<file path="src/rtl/core/igc_trp_pkg.sv">
package igc_trp_pkg;

  // parser phases
  typedef enum logic [3:0] {
    PH_START  = 4'd0,
    PH_B_DIG  = 4'd1,
    PH_B_SCAN = 4'd2,
    PH_B_LF   = 4'd3,
    PH_H_LIT  = 4'd4,
    PH_H_DIG  = 4'd5,
    PH_H_CR   = 4'd6,
    PH_H_LF   = 4'd7,
    PH_OK     = 4'd8,
    PH_FAIL   = 4'd9
  } phase_t;

  // characters
  localparam logic [7:0] CH_B    = 8'h42;
  localparam logic [7:0] CH_H    = 8'h48;
  localparam logic [7:0] CH_CR   = 8'h0D;
  localparam logic [7:0] CH_LF   = 8'h0A;
  localparam logic [7:0] CH_NUL  = 8'h00;
  localparam logic [7:0] CH_ZERO = 8'h30;
  localparam logic [7:0] CH_NINE = 8'h39;

  localparam logic [2:0] HDR_LEN   = 3'd5;
  localparam logic [2:0] DIG_COUNT = 3'd6;

  // year offset: two-digit year is counted from 2000
  localparam logic [7:0] YEAR_BIAS = 8'd100;

  // one result item
  typedef struct packed {
    logic              line_ok;
    logic [6:0]        hour;
    logic [6:0]        minute;
    logic [6:0]        second;
    logic [6:0]        day_of_month;
    logic signed [7:0] month_index;
    logic [7:0]        years_since_1900;
  } result_t;

  // header text "HFDTE" by position
  function automatic logic [7:0] hdr_char(input logic [2:0] pos);
    logic [7:0] c;
    case (pos)
      3'd0:    c = 8'h48;
      3'd1:    c = 8'h46;
      3'd2:    c = 8'h44;
      3'd3:    c = 8'h54;
      3'd4:    c = 8'h45;
      default: c = 8'h00;
    endcase
    return c;
  endfunction

endpackage

</file>
<file path="src/rtl/core/igc_trp_parser.sv">
module igc_trp_parser (
  input  logic                   clk,
  input  logic                   rst_n,
  input  logic                   fire,
  input  logic [7:0]             line_byte,
  input  logic                   end_of_line,
  output igc_trp_pkg::result_t   result
);
  import igc_trp_pkg::*;

  phase_t      phase_r, phase_nxt, ph;
  logic [2:0]  pos_r, pos_nxt, pos;
  logic [20:0] accum_r, accum_nxt, acc;
  logic [20:0] time_r, time_nxt, tm;
  logic [20:0] date_r, date_nxt, dt;

  logic        is_digit;
  logic        dig_ok;
  logic [1:0]  fld;
  logic [6:0]  cur;
  logic [10:0] prod;
  logic [6:0]  pair;
  logic [20:0] acc_dig;

  // digit accumulation into the selected 7-bit pair
  assign is_digit = (line_byte >= CH_ZERO) && (line_byte <= CH_NINE);
  assign fld      = pos_r[2:1];
  assign dig_ok   = is_digit && (fld != 2'd3);
  assign prod     = {4'b0, cur} * 11'd10 + {7'b0, line_byte[3:0]};
  assign pair     = pos_r[0] ? prod[6:0] : {3'b0, line_byte[3:0]};

  always_comb begin
    cur     = 7'd0;
    acc_dig = accum_r;
    case (fld)
      2'd0: begin
        cur           = accum_r[6:0];
        acc_dig[6:0]  = pair;
      end
      2'd1: begin
        cur           = accum_r[13:7];
        acc_dig[13:7] = pair;
      end
      2'd2: begin
        cur            = accum_r[20:14];
        acc_dig[20:14] = pair;
      end
      default: begin
        cur     = 7'd0;
        acc_dig = accum_r;
      end
    endcase
  end

  // one step of the line recognizer
  always_comb begin
    ph  = phase_r;
    pos = pos_r;
    acc = accum_r;
    tm  = time_r;
    dt  = date_r;
    if (phase_r != PH_OK && phase_r != PH_FAIL && line_byte == CH_NUL) begin
      ph = PH_FAIL;
    end else begin
      case (phase_r)
        PH_START: begin
          pos = 3'd0;
          acc = '0;
          if (line_byte == CH_B) begin
            ph = PH_B_DIG;
          end else if (line_byte == CH_H) begin
            ph  = PH_H_LIT;
            pos = 3'd1;
          end else begin
            ph = PH_FAIL;
          end
        end
        PH_B_DIG, PH_H_DIG: begin
          if (!dig_ok) begin
            ph = PH_FAIL;
          end else begin
            acc = acc_dig;
            pos = pos_r + 3'd1;
            if (pos >= DIG_COUNT) begin
              ph = (phase_r == PH_B_DIG) ? PH_B_SCAN : PH_H_CR;
            end
          end
        end
        PH_B_SCAN: begin
          if (line_byte == CH_CR) ph = PH_B_LF;
        end
        PH_B_LF: begin
          if (line_byte == CH_LF) begin
            tm = accum_r;
            ph = PH_OK;
          end else begin
            ph = PH_FAIL;
          end
        end
        PH_H_LIT: begin
          if (pos_r < HDR_LEN && line_byte == hdr_char(pos_r)) begin
            pos = pos_r + 3'd1;
            if (pos >= HDR_LEN) begin
              ph  = PH_H_DIG;
              pos = 3'd0;
            end
          end else begin
            ph = PH_FAIL;
          end
        end
        PH_H_CR: begin
          ph = (line_byte == CH_CR) ? PH_H_LF : PH_FAIL;
        end
        PH_H_LF: begin
          if (line_byte == CH_LF) begin
            dt = accum_r;
            ph = PH_OK;
          end else begin
            ph = PH_FAIL;
          end
        end
        PH_OK: begin
          ph = PH_OK;
        end
        default: begin
          ph = PH_FAIL;
        end
      endcase
    end
  end

  // next state, rearmed at end of line
  always_comb begin
    phase_nxt = phase_r;
    pos_nxt   = pos_r;
    accum_nxt = accum_r;
    time_nxt  = time_r;
    date_nxt  = date_r;
    if (fire) begin
      time_nxt = tm;
      date_nxt = dt;
      if (end_of_line) begin
        phase_nxt = PH_START;
        pos_nxt   = 3'd0;
        accum_nxt = '0;
      end else begin
        phase_nxt = ph;
        pos_nxt   = pos;
        accum_nxt = acc;
      end
    end
  end

  always_ff @(posedge clk) begin
    if (!rst_n) begin
      phase_r <= PH_START;
      pos_r   <= 3'd0;
      accum_r <= '0;
      time_r  <= '0;
      date_r  <= '0;
    end else begin
      phase_r <= phase_nxt;
      pos_r   <= pos_nxt;
      accum_r <= accum_nxt;
      time_r  <= time_nxt;
      date_r  <= date_nxt;
    end
  end

  // result fields from the updated held time and date
  always_comb begin
    result.line_ok          = (ph == PH_OK);
    result.hour             = tm[6:0];
    result.minute           = tm[13:7];
    result.second           = tm[20:14];
    result.day_of_month     = dt[6:0];
    result.month_index      = $signed({1'b0, dt[13:7]} - 8'd1);
    result.years_since_1900 = {1'b0, dt[20:14]} + YEAR_BIAS;
  end

endmodule

</file>
<file path="src/rtl/core/igc_time_record_parser_top.sv">
// latency: a result is valid in the cycle after its end-of-line byte leaves the input register
// throughput: one byte per cycle; a byte in the input register that is not the last
// of a line never waits there
// an end-of-line byte waits in the input register only while a result is held and stalled
// reset: synchronous active-low rst_n clears the parser to start of line,
// the held time and date to zero and both valid flags
module igc_time_record_parser_top (
  input  logic              clk,
  input  logic              rst_n,
  input  logic              in_valid,
  output logic              in_stall,
  input  logic [7:0]        in_line_byte,
  input  logic              in_end_of_line,
  output logic              out_valid,
  input  logic              out_stall,
  output logic              out_line_ok,
  output logic [6:0]        out_hour,
  output logic [6:0]        out_minute,
  output logic [6:0]        out_second,
  output logic [6:0]        out_day_of_month,
  output logic signed [7:0] out_month_index,
  output logic [7:0]        out_years_since_1900
);
  import igc_trp_pkg::*;

  logic       s1_valid_r, s1_valid_nxt;
  logic [7:0] s1_byte_r;
  logic       s1_eol_r;
  logic       in_fire;
  logic       s1_fire;
  logic       out_valid_r, out_valid_nxt;
  result_t    res;
  result_t    out_res_r;

  // input register advances unless a finished line waits on a full, stalled result slot
  assign s1_fire  = s1_valid_r && (!s1_eol_r || !out_valid_r || !out_stall);
  assign in_stall = s1_valid_r && !s1_fire;
  assign in_fire  = in_valid && !in_stall;

  always_comb begin
    s1_valid_nxt = s1_valid_r;
    if (in_fire) begin
      s1_valid_nxt = 1'b1;
    end else if (s1_fire) begin
      s1_valid_nxt = 1'b0;
    end
  end

  always_ff @(posedge clk) begin
    if (!rst_n) begin
      s1_valid_r <= 1'b0;
    end else begin
      s1_valid_r <= s1_valid_nxt;
    end
  end

  always_ff @(posedge clk) begin
    if (in_fire) begin
      s1_byte_r <= in_line_byte;
      s1_eol_r  <= in_end_of_line;
    end
  end

  igc_trp_parser u_parser (
    .clk         (clk),
    .rst_n       (rst_n),
    .fire        (s1_fire),
    .line_byte   (s1_byte_r),
    .end_of_line (s1_eol_r),
    .result      (res)
  );

  // result register
  always_comb begin
    out_valid_nxt = out_valid_r;
    if (s1_fire && s1_eol_r) begin
      out_valid_nxt = 1'b1;
    end else if (!out_stall) begin
      out_valid_nxt = 1'b0;
    end
  end

  always_ff @(posedge clk) begin
    if (!rst_n) begin
      out_valid_r <= 1'b0;
    end else begin
      out_valid_r <= out_valid_nxt;
    end
  end

  always_ff @(posedge clk) begin
    if (s1_fire && s1_eol_r) begin
      out_res_r <= res;
    end
  end

  assign out_valid            = out_valid_r;
  assign out_line_ok          = out_res_r.line_ok;
  assign out_hour             = out_res_r.hour;
  assign out_minute           = out_res_r.minute;
  assign out_second           = out_res_r.second;
  assign out_day_of_month     = out_res_r.day_of_month;
  assign out_month_index      = out_res_r.month_index;
  assign out_years_since_1900 = out_res_r.years_since_1900;

  // only a waiting end-of-line byte can hold off the input
  a_stall_only_eol: assert property (@(posedge clk) disable iff (!rst_n)
    in_stall |-> (s1_valid_r && s1_eol_r && out_valid_r && out_stall))
    else $error("input stalled without a blocked end-of-line byte");

  // a new result appears only after an end-of-line byte was processed
  a_result_from_eol: assert property (@(posedge clk) disable iff (!rst_n)
    $rose(out_valid_r) |-> $past(s1_fire && s1_eol_r))
    else $error("result without an end-of-line transfer");

  // a processed end-of-line byte always lands in the result register
  a_eol_lands: assert property (@(posedge clk) disable iff (!rst_n)
    (s1_fire && s1_eol_r) |=> out_valid_r)
    else $error("end-of-line byte lost");

endmodule
</file>
<file path="config.mk">
export PLATFORM = sky130hd
export DESIGN_NAME = igc_time_record_parser_top
export DESIGN_NICKNAME = d
export VERILOG_FILES = /design/src/rtl/core/igc_trp_pkg.sv /design/src/rtl/core/igc_trp_parser.sv /design/src/rtl/core/igc_time_record_parser_top.sv
export SDC_FILE = /design/constraint.sdc
export NUM_CORES = 1
export LEC_CHECK = 0
export BUFFER_PORTS_ARGS = -buffer_cell sky130_fd_sc_hd__buf_2
export CAP_MARGIN = 20
export CORE_ASPECT_RATIO = 1.1
export CORE_UTILIZATION = 55
export DETAILED_ROUTE_END_ITERATION = 6
export GPL_TIMING_DRIVEN = 0
export MAX_ROUTING_LAYER = met4
export PLACE_DENSITY = 0.78
export SYNTH_ARGS = -nofsm -noshare
export SYNTH_HDL_FRONTEND = slang
export SYNTH_SLANG_ARGS = --single-unit
</file>
<file path="constraint.sdc">
create_clock -name clk -period 3.7 [get_ports clk]
set_input_delay 0.37 -clock clk [delete_from_list [all_inputs] [get_ports clk]]
set_output_delay 0.37 -clock clk [all_outputs]
set_load 0.03 [all_outputs]
</file>
==> impl_metrics.ini <==
[worst_setup_path]
cp.arrival_ns = 3.74
cp_slowest_stage_delay_ns = 0.47
end_kind = flip-flop
cp_max_fo = 10
worst_path_max_delay_cell = fa_1
path_cells = buf_2 -> inv_1 -> nor2_4 -> nand2_1 -> o21ai_2 -> ha_1 -> ha_1 -> inv_1 -> fa_1 -> nand3b_1 -> o21ai_0 -> xnor2_1 -> xnor2_1 -> nand3_1 -> mux2i_1
worst_setup_path_start_kind = flip-flop
critPathRequiredTime_ns = 4.04
critical_path_class = flip-flop to flip-flop

[worst_hold_path]
hp-class = primary input to flip-flop

[die]
die_h_um = 113
core_um2 = 10900
io_pins = 60
fp.dieW_um = 103
rows = 40
die-area_um2 = 11500
start_util_pct = 56.3

[final_layout]
area_delta_synth_final_pct = 19.0
layout.cells.most_common = nand2_1
n_antenna_cell = 0
final_cell_mix = nand2_1 (124), dfxtp_1 (72), buf_2 (70), a21oi_1 (55), edfxtp_1 (54)
drive_gt1_share_pct = 21.2
finalNetCount = 724

[sta]
hold_viol = 0
clock.fmax_ghz = 0.294
fin_tns_setup_ns = 0
finalClockSkew_ns = 0.00632
final.setup.worst_slack_ns = 0.296
max_slew_margin_pct = 38.4
maxSlewViolCount = 0
min_period_over_period_pct = 92.0
setup_viol = 0
fin_crit_ns = 3.40
rsz0062_at_grt = false
worst_pin_slew_ns = 0.924

[global_routing]
track_usage_pct = 28.3
grt_pass1_wl_mm = 23.9
overflow = 0
grt_pass1_vias = 4784
grt_antenna_before_repair = 0
grt_max_degree = 47

[pwr]
p_sw_share_pct = 22.0
power_switching_mw = 0.779
p_comb_share_pct = 5.2
ir_drop_mv = 0.309
p_int_mw = 2.76
p_seq_share_pct = 42.1
p_per_area_nw_per_um2 = 486
clkPwrFrac_pct = 52.7
leakage_nw = 2.80

[synthesis]
syn_avg_cell_area_um2 = 9.95
ys_seq_area_share_pct = 50.1
dominantRegCellSynth = dfxtp_1
synth_seq_cells = 126
async_flop_share_pct = 0
syn_area_um2 = 6120
synth_edf_count = 54
syn-instance-count = 615
syn-num-nets = 646
yosysUniqueCellTypes = 65
yosys_warnings = 0

[clock_network]
clkTransAtPathRegs_ns = 0.06
cts_hold_buf = 0
clock_path_buffers = 2
h-tree-depth = 4
numCtsBuffers = 17
cts.sinks = 126
root_buffer = clkbuf_16
cts_tree = built
clkLatencyLatePin_ns = 0.42

[route]
vias = 4860
drc = 0
antenna_left = 0
drtIter0Drc = 300
wl_per_cell_um = 17.4
drt-total-wl_mm = 14.8
via_per_inst = 5.70
dr.pass1.iters = 7

[placement]
gp_congestion = 0.966
io_buffers = 59
dp.final_hpwl_mm = 10.4
dp_slack_ns = 0.0332

[flow_run]
maxCapViolCount = 0

[outcome]
run_status = complete, no violations
==> worst paths after layout <==
| path | from | endpoint | slack (ns) | cells past startpoint |
|---|---|---|---|---|
| setup / recovery | u_parser.pos_r[2] | u_parser.accum_r[20] | 0.30 | 15 |
| hold reg to reg | u_parser.time_r[14] | u_parser.time_r[14] | 0.45 | 2 |
| setup reg to reg | u_parser.pos_r[2] | u_parser.accum_r[20] | 0.30 | 15 |
| hold / removal | in_line_byte[4] | s1_byte_r[4] | 0.12 | 1 |
==> sequential cells by signal, summed over array words and instances (netlist names) <==
name	flops
out_day_of_month	7
out_hour	7
out_line_ok	1
out_minute	7
out_month_index	8
out_second	7
out_valid	1
out_years_since_1900	8
s1_byte_r	8
s1_eol_r	1
s1_valid_r	1
u_parser.accum_r	21
u_parser.date_r	21
u_parser.phase_r	4
u_parser.pos_r	3
u_parser.time_r	21
==> routing by layer <==
layer  up-vias  wire [µm]  track usage [%]
met4         0        480             14.5
met1      2293       6130             33.6
met5         -          0                -
met3        37        727             5.85
met2       199       7500             44.8
li1       2331          -                -
==> cell families (layout without fill, tap and decap cells) <==
group / Yosys count / count (layout) / synth area share [%]
compound gates: 102 / 102 / 10.3
xor+xnor: 22 / 22 / 3.15
fa+ha+maj: 18 / 18 / 3.93
buf+inv: 51 / 142 / 3.54
flops: 126 / 126 / 50.1
mux: 66 / 66 / 11.5
simple gates: 230 / 230 / 17.5
==> power groups by stage <==
stage / logic [mW] / clock network [mW] / registers [mW]
2_1_floorplan: 0.107 / 0 / 1.54
3_3_place_gp: 0.177 / 0 / 1.52
3_5_place_dp: 0.181 / 0 / 1.52
4_1_cts: 0.182 / 1.88 / 1.49
5_1_grt: 0.199 / 1.94 / 1.49
6_report: 0.184 / 1.87 / 1.49
==> what timing repair did <==
| item | 4_1_cts | 5_1_grt |
|---|---|---|
| hold endpoints to repair | 0 | 0 |
| endpoints found under the setup margin | 2 | 3 |
| resized for setup | 1 | 5 |
| setup buffers | 0 | 0 |
==> Yosys cell counts (2+ instances only) <==
cell type / n / share of area [%]
a21oi_2: 3 / 0.43
or3_1: 4 / 0.41
nand2_1: 124 / 7.6
xnor2_1: 12 / 1.7
and2_1: 3 / 0.31
ha_1: 16 / 3.3
and3_1: 3 / 0.31
nor4_1: 4 / 0.41
mux2_2: 31 / 5.7
mux2i_1: 33 / 5.4
a21oi_1: 55 / 4.5
nand4_1: 3 / 0.31
o211ai_1: 4 / 0.49
nor2b_1: 5 / 0.51
fa_1: 2 / 0.65
nor3_1: 17 / 1.4
o21ai_0: 12 / 0.98
clkbuf_1: 21 / 1.3
nor2_1: 32 / 2.0
mux2_1: 2 / 0.37
buf_2: 11 / 0.90
nand3_1: 11 / 0.90
o31ai_1: 3 / 0.37
edfxtp_1: 54 / 27
a32o_1: 4 / 0.65
xor2_1: 10 / 1.4
a211oi_1: 4 / 0.49
inv_1: 17 / 1.0
nand3b_1: 3 / 0.37
and2b_1: 2 / 0.25
a21o_1: 2 / 0.25
o32ai_1: 2 / 0.29
dfxtp_1: 72 / 24
nor3b_1: 2 / 0.25
nand2b_1: 2 / 0.20
==> critical path: cells and delay by family, from the launching register on <==
kind	cells	cell delay [ns]
XOR/XNOR	2	0.32
buffers and inverters	3	0.47
AND/OR/NAND/NOR	4	0.67
multiplexers	1	0.21
AO/OA/AOI/OAI	2	0.34
flip-flops	1	0.37
adder cells (fa/ha/maj)	3	0.94
==> through the flow <==
stage	utilization (%)	area (µm²)	hold slack, ns	total power, mW	cells
final	67.0	7280	0.125	3.54	853
after global routing	67.0	7280	0.113	3.63	853
after CTS	66.9	7260	0.114	3.55	853
after detailed placement	60.7	6600	0.442	1.70	821
after global placement	60.7	6600	0.436	1.69	821
after floorplan	-	6120	0.429	1.65	615
==> area by class of cell <==
type                            count  area [µm²]
Buffer                             34         154
Clock buffer                       18         439
Clock inverter                     14         229
Fill cell                         831        3580
Inverter                           17        63.8
Multi-Input combinational cell    438        2850
Sequential cell                   126        3060
Tap cell                          147         184
Timing Repair Buffer               59         295
(Power assumes the default switching activity.)
